`config.mk`:
```
export PLATFORM = sky130hd
export DESIGN_NAME = random_walk_maze_carver_top
export DESIGN_NICKNAME = d
export VERILOG_FILES = /design/src/rtl/rwmc_pkg.sv /design/src/rtl/random_walk_maze_carver_top.sv /design/src/rtl/rwmc_vis_mem.sv /design/src/rtl/rwmc_ord_mem.sv
export SDC_FILE = /design/constraint.sdc
export NUM_CORES = 2
export LEC_CHECK = 0
export ABC_AREA = 1
export BUFFER_PORTS_ARGS = -buffer_cell sky130_fd_sc_hd__buf_2
export CORE_ASPECT_RATIO = 1.2
export CORE_MARGIN = 4
export CORE_UTILIZATION = 50
export CTS_BUF_LIST = sky130_fd_sc_hd__clkbuf_4 sky130_fd_sc_hd__clkbuf_8
export CTS_CLUSTER_DIAMETER = 50
export DETAILED_ROUTE_END_ITERATION = 16
export HOLD_SLACK_MARGIN = 0.03
export PLACE_DENSITY_LB_ADDON = 0.05
export REMOVE_ABC_BUFFERS = 1
export SYNTH_ARGS = -nofsm -noshare
export SYNTH_HDL_FRONTEND = slang
export SYNTH_SLANG_ARGS = --single-unit
```
`constraint.sdc`:
```
create_clock -name clk -period 13.2 [get_ports clk]
set_clock_uncertainty 0.05 [all_clocks]
set_input_delay 2.64 -clock clk [delete_from_list [all_inputs] [get_ports clk]]
set_output_delay 2.64 -clock clk [all_outputs]
set_load 0.05 [all_outputs]
```
`src/rtl/rwmc_pkg.sv`:
```
`timescale 1ns / 1ps

package rwmc_pkg;

  localparam int GRID_SIDE = 16;
  localparam int COORD_W   = $clog2(GRID_SIDE);
  localparam int CELLS     = GRID_SIDE * GRID_SIDE;
  localparam int CELL_W    = 2 * COORD_W;
  localparam int CNT_W     = CELL_W + 1;
  localparam int CHAR_W    = 6;
  localparam int RND_W     = 15;

  // neighbor order: left, right, up, down
  localparam logic [1:0] DIR_LEFT  = 2'd0;
  localparam logic [1:0] DIR_RIGHT = 2'd1;
  localparam logic [1:0] DIR_UP    = 2'd2;
  localparam logic [1:0] DIR_DOWN  = 2'd3;

  localparam logic [COORD_W-1:0] COORD_MAX = COORD_W'(GRID_SIDE - 1);

  typedef struct packed {
    logic                 en;
    logic [COORD_W-1:0]   addr;
    logic [GRID_SIDE-1:0] data;
  } row_wr_t;

  typedef struct packed {
    logic              en;
    logic [CELL_W-1:0] addr;
    logic [CELL_W-1:0] data;
  } ord_wr_t;

  // value mod 3: base-4 digits sum to the same residue
  function automatic logic [1:0] mod3(input logic [RND_W-1:0] v);
    logic [15:0] w;
    logic [4:0]  s;
    logic [3:0]  s2;
    logic [2:0]  s3;
    logic [1:0]  res;
    w = {1'b0, v};
    s = '0;
    for (int i = 0; i < 8; i++) begin
      s = s + 5'(w[2*i +: 2]);
    end
    s2 = 4'(s[4:2]) + 4'(s[1:0]);
    s3 = 3'(s2[3:2]) + 3'(s2[1:0]);
    if (s3 >= 3'd6) begin
      res = 2'(s3 - 3'd6);
    end else if (s3 >= 3'd3) begin
      res = 2'(s3 - 3'd3);
    end else begin
      res = s3[1:0];
    end
    return res;
  endfunction

endpackage

```
`src/rtl/random_walk_maze_carver_top.sv`:
```
`timescale 1ns / 1ps

// Hunt-and-kill maze carver over a 16 x 16 grid.
// Input channel (in_valid/in_ready/in_random_value): one random word per item;
// each item makes one step of the walk. Result channel (out_valid/out_ready and
// the out_ fields): exactly one result item per input item, in order.
// A result reports the opened wall and cell in the doubled character grid when
// the walk moved, all zero on a back-jump, and done_res once the walk is over.
// Order: a move goes S_IDLE, S_RD2, S_EVAL and registers its result; a back-jump
// goes on to S_HUNT (an extra read of the visit-order memory); a step after the
// end goes through S_FIN. The current row and the row above are read through the
// two read ports of the row memory, then the current row is written back.
// The block works on one item at a time; in_ready is high whenever no step is
// in flight, even while a result waits in the output register.
// Reset: synchronous, active low; the walk restarts at cell 0 with only that
// cell visited. Row valid bits clear at once, so there is no clearing pass.
// Receiver stall: the finished result holds in the output register; a new item
// may be accepted but its result is held back until the register drains.
module random_walk_maze_carver_top (
  input  logic                          clk,
  input  logic                          rst_n,
  input  logic                          in_valid,
  output logic                          in_ready,
  input  logic [rwmc_pkg::RND_W-1:0]    in_random_value,
  output logic                          out_valid,
  input  logic                          out_ready,
  output logic                          out_moved,
  output logic [rwmc_pkg::CHAR_W-1:0]   out_wall_col,
  output logic [rwmc_pkg::CHAR_W-1:0]   out_wall_row,
  output logic [rwmc_pkg::CHAR_W-1:0]   out_cell_col,
  output logic [rwmc_pkg::CHAR_W-1:0]   out_cell_row,
  output logic                          out_done_res
);

  localparam int CW = rwmc_pkg::COORD_W;
  localparam int GS = rwmc_pkg::GRID_SIDE;
  localparam int XW = rwmc_pkg::CHAR_W;

  localparam logic [2:0] S_IDLE = 3'd0;
  localparam logic [2:0] S_RD2  = 3'd1;
  localparam logic [2:0] S_EVAL = 3'd2;
  localparam logic [2:0] S_HUNT = 3'd3;
  localparam logic [2:0] S_FIN  = 3'd4;

  logic [2:0] state_r, state_nxt;

  // walk state
  logic [CW-1:0]              cx_r, cx_nxt, cy_r, cy_nxt;
  logic [rwmc_pkg::CNT_W-1:0] vcnt_r, vcnt_nxt, hunt_r, hunt_nxt;
  logic                       fin_r, fin_nxt;

  // per-step payload
  logic [rwmc_pkg::RND_W-1:0] rnd_r;
  logic [1:0]                 rnd_m3_r;
  logic [GS-1:0]              row_cur_r, row_up_r;

  // output register
  logic          out_valid_r, out_valid_nxt;
  logic          moved_r, done_r;
  logic [XW-1:0] wc_r, wr_r, cc_r, cr_r;
  logic          emit;
  logic          emit_moved, emit_done;
  logic [XW-1:0] e_wc, e_wr, e_cc, e_cr;

  // memory ports
  rwmc_pkg::row_wr_t           row_wr;
  rwmc_pkg::ord_wr_t           ord_wr;
  logic                        rd_a_en, rd_b_en, ord_rd_en;
  logic [CW-1:0]               rd_a_addr, rd_b_addr;
  logic [GS-1:0]               rd_a_data, rd_b_data;
  logic [rwmc_pkg::CELL_W-1:0] ord_rd_data;
  logic [rwmc_pkg::CELL_W-1:0] hunt_cell;

  // neighbor evaluation
  logic [3:0]    free;
  logic [2:0]    cnt;
  logic [1:0]    pick;
  logic [1:0]    sel;
  logic [2:0]    idx;
  logic          found;
  logic          in_acc, slot_free;
  logic [GS-1:0] cur_bit;

  rwmc_vis_mem u_vis (
    .clk       (clk),
    .rst_n     (rst_n),
    .wr        (row_wr),
    .rd_a_en   (rd_a_en),
    .rd_a_addr (rd_a_addr),
    .rd_b_en   (rd_b_en),
    .rd_b_addr (rd_b_addr),
    .rd_a_data (rd_a_data),
    .rd_b_data (rd_b_data)
  );

  rwmc_ord_mem u_ord (
    .clk     (clk),
    .wr      (ord_wr),
    .rd_en   (ord_rd_en),
    .rd_addr (hunt_r[rwmc_pkg::CELL_W-1:0]),
    .rd_data (ord_rd_data)
  );

  assign in_ready  = (state_r == S_IDLE);
  assign in_acc    = in_valid && in_ready;
  assign slot_free = !out_valid_r || out_ready;
  assign cur_bit   = GS'(1) << cx_r;

  // entry 0 of the visit order is cell 0 from reset and is never written
  assign hunt_cell = (hunt_r == '0) ? '0 : ord_rd_data;

  // free neighbors; row_dn comes straight off read port A in S_EVAL
  always_comb begin
    free[rwmc_pkg::DIR_LEFT]  = (cx_r != '0) && !row_cur_r[cx_r - CW'(1)];
    free[rwmc_pkg::DIR_RIGHT] = (cx_r != rwmc_pkg::COORD_MAX) && !row_cur_r[cx_r + CW'(1)];
    free[rwmc_pkg::DIR_UP]    = (cy_r != '0) && !row_up_r[cx_r];
    free[rwmc_pkg::DIR_DOWN]  = (cy_r != rwmc_pkg::COORD_MAX) && !rd_a_data[cx_r];
    cnt = 3'(free[0]) + 3'(free[1]) + 3'(free[2]) + 3'(free[3]);
    case (cnt)
      3'd2:    pick = {1'b0, rnd_r[0]};
      3'd3:    pick = rnd_m3_r;
      3'd4:    pick = rnd_r[1:0];
      default: pick = 2'd0;
    endcase
    sel   = rwmc_pkg::DIR_LEFT;
    idx   = '0;
    found = 1'b0;
    for (int d = 0; d < 4; d++) begin
      if (free[d]) begin
        if (!found && idx == {1'b0, pick}) begin
          sel   = 2'(d);
          found = 1'b1;
        end
        idx = idx + 3'd1;
      end
    end
  end

  always_comb begin
    state_nxt     = state_r;
    cx_nxt        = cx_r;
    cy_nxt        = cy_r;
    vcnt_nxt      = vcnt_r;
    hunt_nxt      = hunt_r;
    fin_nxt       = fin_r;
    rd_a_en       = 1'b0;
    rd_a_addr     = cy_r;
    rd_b_en       = 1'b0;
    rd_b_addr     = cy_r;
    ord_rd_en     = 1'b0;
    row_wr        = '0;
    ord_wr        = '0;
    emit          = 1'b0;
    emit_moved    = 1'b0;
    emit_done     = 1'b0;
    e_wc          = '0;
    e_wr          = '0;
    e_cc          = '0;
    e_cr          = '0;

    case (state_r)
      S_IDLE: begin
        if (in_acc) begin
          if (fin_r) begin
            state_nxt = S_FIN;
          end else begin
            // fetch the current row and the row above
            rd_a_en   = 1'b1;
            rd_b_en   = 1'b1;
            rd_b_addr = (cy_r == '0) ? cy_r : cy_r - CW'(1);
            state_nxt = S_RD2;
          end
        end
      end
      S_RD2: begin
        // mark the current cell, append it if new, fetch the row below
        row_wr.en   = 1'b1;
        row_wr.addr = cy_r;
        row_wr.data = rd_a_data | cur_bit;
        if (!rd_a_data[cx_r] && vcnt_r < rwmc_pkg::CNT_W'(rwmc_pkg::CELLS)) begin
          ord_wr.en   = 1'b1;
          ord_wr.addr = vcnt_r[rwmc_pkg::CELL_W-1:0];
          ord_wr.data = {cy_r, cx_r};
          vcnt_nxt    = vcnt_r + rwmc_pkg::CNT_W'(1);
        end
        rd_a_en   = 1'b1;
        rd_a_addr = (cy_r == rwmc_pkg::COORD_MAX) ? cy_r : cy_r + CW'(1);
        state_nxt = S_EVAL;
      end
      S_EVAL: begin
        if (slot_free) begin
          if (cnt != '0) begin
            emit       = 1'b1;
            emit_moved = 1'b1;
            state_nxt  = S_IDLE;
            case (sel)
              rwmc_pkg::DIR_LEFT: begin
                cx_nxt = cx_r - CW'(1);
                e_wc   = {1'b0, cx_r, 1'b0};
                e_wr   = {1'b0, cy_r, 1'b1};
              end
              rwmc_pkg::DIR_RIGHT: begin
                cx_nxt = cx_r + CW'(1);
                e_wc   = {1'b0, cx_r, 1'b0} + XW'(2);
                e_wr   = {1'b0, cy_r, 1'b1};
              end
              rwmc_pkg::DIR_UP: begin
                cy_nxt = cy_r - CW'(1);
                e_wc   = {1'b0, cx_r, 1'b1};
                e_wr   = {1'b0, cy_r, 1'b0};
              end
              rwmc_pkg::DIR_DOWN: begin
                cy_nxt = cy_r + CW'(1);
                e_wc   = {1'b0, cx_r, 1'b1};
                e_wr   = {1'b0, cy_r, 1'b0} + XW'(2);
              end
              default: begin
                cx_nxt = cx_r;
              end
            endcase
            e_cc = {1'b0, cx_nxt, 1'b1};
            e_cr = {1'b0, cy_nxt, 1'b1};
          end else if (vcnt_r >= rwmc_pkg::CNT_W'(rwmc_pkg::CELLS) || hunt_r >= vcnt_r) begin
            fin_nxt   = 1'b1;
            emit      = 1'b1;
            emit_done = 1'b1;
            state_nxt = S_IDLE;
          end else begin
            ord_rd_en = 1'b1;
            state_nxt = S_HUNT;
          end
        end
      end
      S_HUNT: begin
        if (slot_free) begin
          cx_nxt    = hunt_cell[CW-1:0];
          cy_nxt    = hunt_cell[rwmc_pkg::CELL_W-1:CW];
          hunt_nxt  = hunt_r + rwmc_pkg::CNT_W'(1);
          emit      = 1'b1;
          state_nxt = S_IDLE;
        end
      end
      S_FIN: begin
        if (slot_free) begin
          emit      = 1'b1;
          emit_done = 1'b1;
          state_nxt = S_IDLE;
        end
      end
      default: begin
        state_nxt = S_IDLE;
      end
    endcase

    out_valid_nxt = out_valid_r;
    if (out_valid_r && out_ready) begin
      out_valid_nxt = 1'b0;
    end
    if (emit) begin
      out_valid_nxt = 1'b1;
    end
  end

  always_ff @(posedge clk) begin
    if (!rst_n) begin
      state_r     <= S_IDLE;
      cx_r        <= '0;
      cy_r        <= '0;
      vcnt_r      <= rwmc_pkg::CNT_W'(1);
      hunt_r      <= '0;
      fin_r       <= 1'b0;
      out_valid_r <= 1'b0;
    end else begin
      state_r     <= state_nxt;
      cx_r        <= cx_nxt;
      cy_r        <= cy_nxt;
      vcnt_r      <= vcnt_nxt;
      hunt_r      <= hunt_nxt;
      fin_r       <= fin_nxt;
      out_valid_r <= out_valid_nxt;
    end
  end

  // payload registers
  always_ff @(posedge clk) begin
    if (in_acc) begin
      rnd_r    <= in_random_value;
      rnd_m3_r <= rwmc_pkg::mod3(in_random_value);
    end
    if (state_r == S_RD2) begin
      row_cur_r <= rd_a_data | cur_bit;
      row_up_r  <= rd_b_data;
    end
    if (emit) begin
      moved_r <= emit_moved;
      done_r  <= emit_done;
      wc_r    <= e_wc;
      wr_r    <= e_wr;
      cc_r    <= e_cc;
      cr_r    <= e_cr;
    end
  end

  assign out_valid    = out_valid_r;
  assign out_moved    = moved_r;
  assign out_wall_col = wc_r;
  assign out_wall_row = wr_r;
  assign out_cell_col = cc_r;
  assign out_cell_row = cr_r;
  assign out_done_res = done_r;

endmodule

```
`src/rtl/rwmc_vis_mem.sv`:
```
`timescale 1ns / 1ps

// Visited bitmap, one grid row per word, two read ports and one write port.
// A row never written reads as its reset value (only cell 0 set).
module rwmc_vis_mem (
  input  logic                                   clk,
  input  logic                                   rst_n,
  input  rwmc_pkg::row_wr_t                      wr,
  input  logic                                   rd_a_en,
  input  logic [rwmc_pkg::COORD_W-1:0]           rd_a_addr,
  input  logic                                   rd_b_en,
  input  logic [rwmc_pkg::COORD_W-1:0]           rd_b_addr,
  output logic [rwmc_pkg::GRID_SIDE-1:0]         rd_a_data,
  output logic [rwmc_pkg::GRID_SIDE-1:0]         rd_b_data
);

  localparam logic [rwmc_pkg::GRID_SIDE-1:0] ROW0_INIT = rwmc_pkg::GRID_SIDE'(1);

  logic [rwmc_pkg::GRID_SIDE-1:0] mem [rwmc_pkg::GRID_SIDE];
  logic [rwmc_pkg::GRID_SIDE-1:0] row_vld_r;
  logic [rwmc_pkg::GRID_SIDE-1:0] q_a_r, q_b_r;
  logic                           vld_a_r, vld_b_r;
  logic                           zero_a_r, zero_b_r;

  always_ff @(posedge clk) begin
    if (wr.en) begin
      mem[wr.addr] <= wr.data;
    end
    if (rd_a_en) begin
      q_a_r    <= mem[rd_a_addr];
      zero_a_r <= (rd_a_addr == '0);
    end
    if (rd_b_en) begin
      q_b_r    <= mem[rd_b_addr];
      zero_b_r <= (rd_b_addr == '0);
    end
  end

  always_ff @(posedge clk) begin
    if (!rst_n) begin
      row_vld_r <= '0;
      vld_a_r   <= 1'b0;
      vld_b_r   <= 1'b0;
    end else begin
      if (wr.en) begin
        row_vld_r[wr.addr] <= 1'b1;
      end
      if (rd_a_en) begin
        vld_a_r <= row_vld_r[rd_a_addr];
      end
      if (rd_b_en) begin
        vld_b_r <= row_vld_r[rd_b_addr];
      end
    end
  end

  assign rd_a_data = vld_a_r ? q_a_r : (zero_a_r ? ROW0_INIT : '0);
  assign rd_b_data = vld_b_r ? q_b_r : (zero_b_r ? ROW0_INIT : '0);

endmodule

```
`src/rtl/rwmc_ord_mem.sv`:
```
`timescale 1ns / 1ps

// Visit-order list: cell numbers in the order they were first entered.
module rwmc_ord_mem (
  input  logic                          clk,
  input  rwmc_pkg::ord_wr_t             wr,
  input  logic                          rd_en,
  input  logic [rwmc_pkg::CELL_W-1:0]   rd_addr,
  output logic [rwmc_pkg::CELL_W-1:0]   rd_data
);

  logic [rwmc_pkg::CELL_W-1:0] mem [rwmc_pkg::CELLS];
  logic [rwmc_pkg::CELL_W-1:0] q_r;

  always_ff @(posedge clk) begin
    if (wr.en) begin
      mem[wr.addr] <= wr.data;
    end
    if (rd_en) begin
      q_r <= mem[rd_addr];
    end
  end

  assign rd_data = q_r;

endmodule
```
* After elaboration in Yosys (flattened, before gate mapping)
Memories as Yosys holds them, arrays and structs flattened. A register that Yosys moved wholly into a read port is not among the register bits.
Cells that the tools add are included.
W data, S select, Z words.
** Word-level totals
- Flip-flop bits (word level) :: 113
- RAM bits :: 2304
- Input bits :: 19
- Memories :: 2
** Operators by class
- Add/sub/neg operators :: 24
- Magnitude comparators :: 12
- Eq/ne operators :: 21
- Shift-type cells :: 1
- Mux-type cells :: 90
- Bitwise logic cells :: 3
- Reductions and logical operators :: 43
** Memory list
- u_ord.mem :: depth 256, width 8, read ports 1, clocked after Yosys merged registers in 1, write ports 1, line rwmc_ord_mem.sv:12 : logic [rwmc_pkg::CELL_W-1:0] mem [rwmc_pkg::CELLS];
- u_vis.mem :: depth 16, width 16, read ports 2, clocked after Yosys merged registers in 2, write ports 1, line rwmc_vis_mem.sv:19 : logic [rwmc_pkg::GRID_SIDE-1:0] mem [rwmc_pkg::GRID_SIDE];
** Operators with widths (number)
- $mux W4 :: 12
- $mux W1 :: 40
- $pmux W6 S3 :: 2
- $mux W17 :: 2
- $mux W16 :: 2
- $or A16 B16 Y16 :: 2
- $pmux W4 S2 :: 4
- $lt A4 B5 Y1 const B :: 6
- $bmux W1 S4 :: 6
- $mux W21 :: 1
- $add A9 B1 Y9 const B :: 2
- $mux W3 :: 6
- $mux W2 :: 8
- $shl A1 B4 Y16 const A :: 1
- $add A5 B2 Y5 :: 3
- $add A5 B2 Y6 const B :: 2
- $eq A3 B2 Y1 const B :: 4
- $logic_not A4 Y1 :: 3
- $pmux W3 S4 :: 1
- $logic_and A1 B1 Y1 :: 11
- $eq A3 B2 Y1 :: 3
- $ge A9 B9 Y1 :: 1
- $ge A9 B9 Y1 const B :: 1
- $logic_not A9 Y1 :: 1
- 39 further kinds :: 70

* Logic depth before layout (Yosys ltp)
- Word-level depth :: 30
- Depth in mapped cells :: 30
- Gate-level depth less buffers :: 28

* Hierarchy
From an unflattened synthesis, not the netlist that was laid out.
** Unflattened totals
- Cells, all modules :: 9245
- Area, all modules :: 104426.4 um^2
** Modules (own cells, without submodules)
- rwmc_ord_mem :: times used 1, cells each 7003, area each 83476.3 um^2, seq. area each 61739.2 um^2
- rwmc_vis_mem :: times used 1, cells each 1473, area each 14888.0 um^2, seq. area each 9068.7 um^2
- random_walk_maze_carver_top :: times used 1, cells each 769, area each 6062.1 um^2, seq. area each 2362.3 um^2

* Least setup slack after synthesis
OpenSTA, ideal clock, no wires.
- Kind :: flip-flop to flip-flop
- Start :: register state_r[2]
- End :: memory u_ord.mem[0][0] in the netlist's numbering (data pin)
- Arrival :: 8.481 ns
- Required time :: 11.757 ns
- Path slack :: 3.276 ns
- Cell stages (with the launch flop) :: 6
- Buffers on the path :: 2
- Cells stage by stage :: dfxtp_1 > nor3_2 > nand4_2 > buf_2 > buf_1 > nor2_1
** RTL lines
- start: declaration :: line random_walk_maze_carver_top.sv:45 : logic [2:0] state_r, state_nxt;
- start signal: assignment :: line random_walk_maze_carver_top.sv:274 : state_r <= state_nxt;
- end: declaration :: line rwmc_ord_mem.sv:12

* Worst setup path after layout
- Start :: input port in_random_value[8] in the netlist's numbering
- End :: register rnd_m3_r[0] (data pin)
** Between the ends
- Word-level cells in the longest chain between the ends :: 9
- Elaborated cells on any way between the ends :: 12
- Those cells by class :: 8 x add/sub; 2 x order compare; 2 x mux
** Ends and longest elaborated chain
- start: declaration :: line random_walk_maze_carver_top.sv:24 : input logic [rwmc_pkg::RND_W-1:0] in_random_value,
- $add A5 B2 Y5 (*) (3 in series) :: line rwmc_pkg.sv:43 : s = s + 5'(w[2*i +: 2]);
- $add A5 B1 Y5 (*) :: line rwmc_pkg.sv:43
- $add A3 B2 Y4 (*) :: line rwmc_pkg.sv:45 : s2 = 4'(s[4:2]) + 4'(s[1:0]);
- $add A2 B2 Y3 (*) :: line rwmc_pkg.sv:46 : s3 = 3'(s2[3:2]) + 3'(s2[1:0]);
- $ge A3 B2 Y1 or $sub A2 B2 Y2 (tied branches) :: line rwmc_pkg.sv:49, rwmc_pkg.sv:50
- $mux W2 :: line rwmc_pkg.sv:49 : end else if (s3 >= 3'd3) begin
- $mux W2 (*) :: line rwmc_pkg.sv:47 : if (s3 >= 3'd6) begin
- end signal: assignment :: line random_walk_maze_carver_top.sv:288 : rnd_m3_r <= rwmc_pkg::mod3(in_random_value);
- end: declaration :: line random_walk_maze_carver_top.sv:54 : logic [1:0] rnd_m3_r;
Mark *: on every way between the ends. The rest lies on a longest branch, timed or not.
A chain may end at the register's enable or synchronous reset.

==> insert_results.sql <==
INSERT INTO impl_metrics (metric_group, metric, value, unit) VALUES
('route', 'ant_nets', '0', ''),
('worst_setup_path', 'worst_setup_path_end_kind', 'register', ''),
('power_and_ir_drop', 'vdd_ir_drop_max', '152', 'µV'),
('floorplan', 'placeableCoreArea', '0.200', 'mm²'),
('route', 'vias_per_cell', '6.17', ''),
('sta', 'grt_setup_unrepaired', 'no', ''),
('clock_network', 'cts_inserted_buffers', '399', ''),
('yosys', 'synth_cell_type_count', '58', ''),
('placed_design', 'place_hpwl', '166', 'mm'),
('yosys', 'synthesis.area', '0.101', 'mm²'),
('sta', 'max_clock_freq', '0.146', 'GHz'),
('floorplan', 'start_util', '50.3', '%'),
('hold_path', 'hold_end', 'u_vis.row_vld_r[0]', ''),
('worst_setup_path', 'reg2reg_slack', '7.04', 'ns'),
('worst_setup_path', 'r2r_end', 'cy_r[2]', ''),
('floorplan', 'die_x', '418', 'µm'),
('route', 'detailedRoute.firstPassIterationCount', '6', ''),
('finish', 'finalNetCount', '8251', ''),
('clock_network', 'clk_latency', '1.07', 'ns'),
('sta', 'hold-worst-slack', '0.422', 'ns'),
('sta', 'transition_at_the_pin_with_the_smallest_max_transition_slack', '1.46', 'ns'),
('global_routing', 'grt_pass1_vias', '66002', ''),
('yosys', 'ys_ff_latch', '2453', ''),
('yosys', 'yosys_most_used_dff', 'edfxtp_1', ''),
('finish', 'layout.cells.most_common', 'edfxtp_1', ''),
('floorplan', 'die-height', '500', 'µm'),
('worst_setup_path', 'worstPathArrival', '7.60', 'ns'),
('finish', 'final_core_util', '55.3', '%'),
('yosys', 'netlist.top_cell.by_area', 'edfxtp_1', ''),
('route', 'vias', '68668', ''),
('clock_network', 'post_cts_hold_buffer_count', '0', ''),
('route', 'drt_iter0_markers', '7680', ''),
('power_and_ir_drop', 'power_density', '179', 'mW/mm²'),
('clock_network', 'total_number_of_h_tree_levels', '5', ''),
('worst_setup_path', 'criticalPathCategory', 'input pin to register', ''),
('route', 'wl', '309', 'mm'),
('sta', 'finalSetupViolations', '0', ''),
('yosys', 'synth.avg_cell_area', '12.3', 'µm²'),
('clock_network', 'cts_tree', 'done', ''),
('finish', 'layout-drive-gt1-share', '10.4', '%'),
('floorplan', 'fp_rows', '180', ''),
('sta', 'slew_viol_final', '0', ''),
('clock_network', 'cts_setup_buffers', '0', ''),
('yosys', 'syn_inst', '8201', ''),
('sta', 'period_share', '51.9', '%'),
('clock_network', 'clock_sinks', '2453', ''),
('sta', 'finalHoldViolCount', '0', ''),
('yosys', 'synth_warnings', '0', ''),
('clock_network', 'post_cts_sizing', '0', ''),
('yosys', 'synth_sequential_area_ratio', '72.6', '%'),
('finish', 'area_growth_syn_to_layout', '10.0', '%'),
('route', 'drt_drc_violations_left', '0', ''),
('floorplan', 'dieArea', '0.209', 'mm²'),
('worst_setup_path', 'worstPathRequired', '13.95', 'ns'),
('power_and_ir_drop', 'post-layout-total-power', '19.8', 'mW'),
('flow_run', 'max_cap_violations', '0', ''),
('worst_setup_path', 'critical_path.startpoint_type', 'input pin', ''),
('placed_design', 'routabilityCongestion', '0.820', ''),
('global_routing', 'grt_pass1_wl', '447', 'mm'),
('run_status', 'run_status', 'finished, final reports clean', ''),
('yosys', 'synth_async_sr_flop_share', '0', '%'),
('yosys', 'netlist_top_cells_area', 'edfxtp_1, o21ai_0, nor2_1', ''),
('hold_path', 'hold_path_cells', '2', ''),
('yosys', 'synth_enable_flop_cells', '2404', ''),
('clock_network', 'cts.reportedPaths.clkPinSlew', '0.06', 'ns'),
('hold_path', 'hp-class', 'register to register', ''),
('global_routing', 'globalRoute.totalOverflow', '0', ''),
('floorplan', 'pin_count', '47', ''),
('finish', 'stdcell_area', '0.111', 'mm²'),
('worst_setup_path', 'worst_r2r_path_depth', '25', ''),
('clock_network', 'ctsRootBufferMaster', 'clkbuf_8', '');
layer usage:
metal  routed length [µm]  track usage, %  vias up
li1                     -               -    30377
met4                12600            12.0        0
met5                    0               0        -
met2               146000            45.9     3242
met3                25500            4.91      641
met1               125000            39.8    34408
worst max-delay path, cell delays in order:
cell and delay, ns:
buf_2 0.11, fa_1 0.49, fa_1 0.52, inv_1 0.05
fa_1 0.47, inv_1 0.05, ha_1 0.21, fa_1 0.44
nand2_1 0.07, inv_1 0.05, nor2_1 0.10, ha_1 0.18
inv_1 0.06, fa_1 0.43, xor2_1 0.17, ha_1 0.22
fa_1 0.58, ha_1 0.24, o21ai_0 0.26, nand2_1 0.11
xor2_1 0.15
registers in the layout (all words and copies together), names as in the netlist, 2 cells and up:
| name | cells |
|---|---|
| cy_r | 4 |
| row_cur_r | 16 |
| rnd_r | 2 |
| u_ord.rd_data | 8 |
| out_cell_col | 4 |
| out_wall_col | 6 |
| cx_r | 4 |
| vcnt_r | 9 |
| out_wall_row | 6 |
| out_cell_row | 5 |
| u_vis.q_a_r | 16 |
| state_r | 3 |
| rnd_m3_r | 2 |
| u_vis.q_b_r | 16 |
| u_vis.mem | 256 |
| u_vis.row_vld_r | 16 |
| u_ord.mem | 2048 |
| hunt_r | 9 |
| row_up_r | 16 |
worst max-delay path by stage:
stage,from,endpoint,slack [ns]
after floorplan,hunt_r[0],out_cell_col[1],-38.25
after global placement,in_random_value[8],rnd_m3_r[1],5.22
after detailed placement,in_random_value[8],rnd_m3_r[0],5.29
after CTS,in_random_value[8],rnd_m3_r[0],6.46
after global routing,in_random_value[8],rnd_m3_r[0],6.15
final,in_random_value[8],rnd_m3_r[0],6.35
Yosys cell counts (4+ instances only):
cell type     n
a21oi_1     119
a22o_1       28
a31oi_1      35
buf_1        15
buf_2       126
buf_4        11
clkbuf_1    445
clkinv_1      5
dfxtp_1      49
edfxtp_1   2404
fa_1         13
ha_1         34
inv_1       147
inv_2        14
nand2_1     524
nand2_2       7
nand3_1     243
nand4_1      23
nor2_1     1714
nor2_2        9
nor3_1       20
o211ai_1     84
o21ai_0    1410
o21ai_1      28
o221ai_1    205
o22ai_1     424
o31ai_1       4
xor2_1       10
report_power, final:
group          leakage [nW]  internal, mW  switching, mW  total (mW)
Clock                  3.99          3.35           2.96        6.31
Combinational          9.98          1.18           3.28        4.46
Sequential             22.0          8.88          0.157        9.04
cell type report:
type / count / area [µm²]
Multi-Input combinational cell: 4987 / 24800
Sequential cell: 2453 / 73200
Tap cell: 2639 / 3300
Antenna cell: 5 / 12.5
Inverter: 166 / 654
Clock inverter: 138 / 668
Fill cell: 16909 / 89600
Timing Repair Buffer: 178 / 1440
Clock buffer: 562 / 6780
kinds of logic after synthesis:
kind of cell,after synthesis,share of synthesized area [%]
flip-flops,2453,72.6
other,1,0.00372
buffers and inverters,764,3.05
AO/OA/AOI/OAI,2363,13.5
AND/OR/NAND/NOR,2560,10.0
adder cells (fa/ha/maj),47,0.680
XOR/XNOR,13,0.113
metrics by stage:
| stage | TNS, ns | cells | worst slack, ns |
|---|---|---|---|
| after floorplan | -2017.19 | 7606 | -38.25 |
| after global placement | 0 | 10423 | 5.22 |
| after detailed placement | 0 | 10423 | 5.29 |
| after CTS | 0 | 11123 | 6.46 |
| after global routing | 0 | 11124 | 6.15 |
| final | 0 | 11128 | 6.35 |
(Power assumes the default switching activity.)
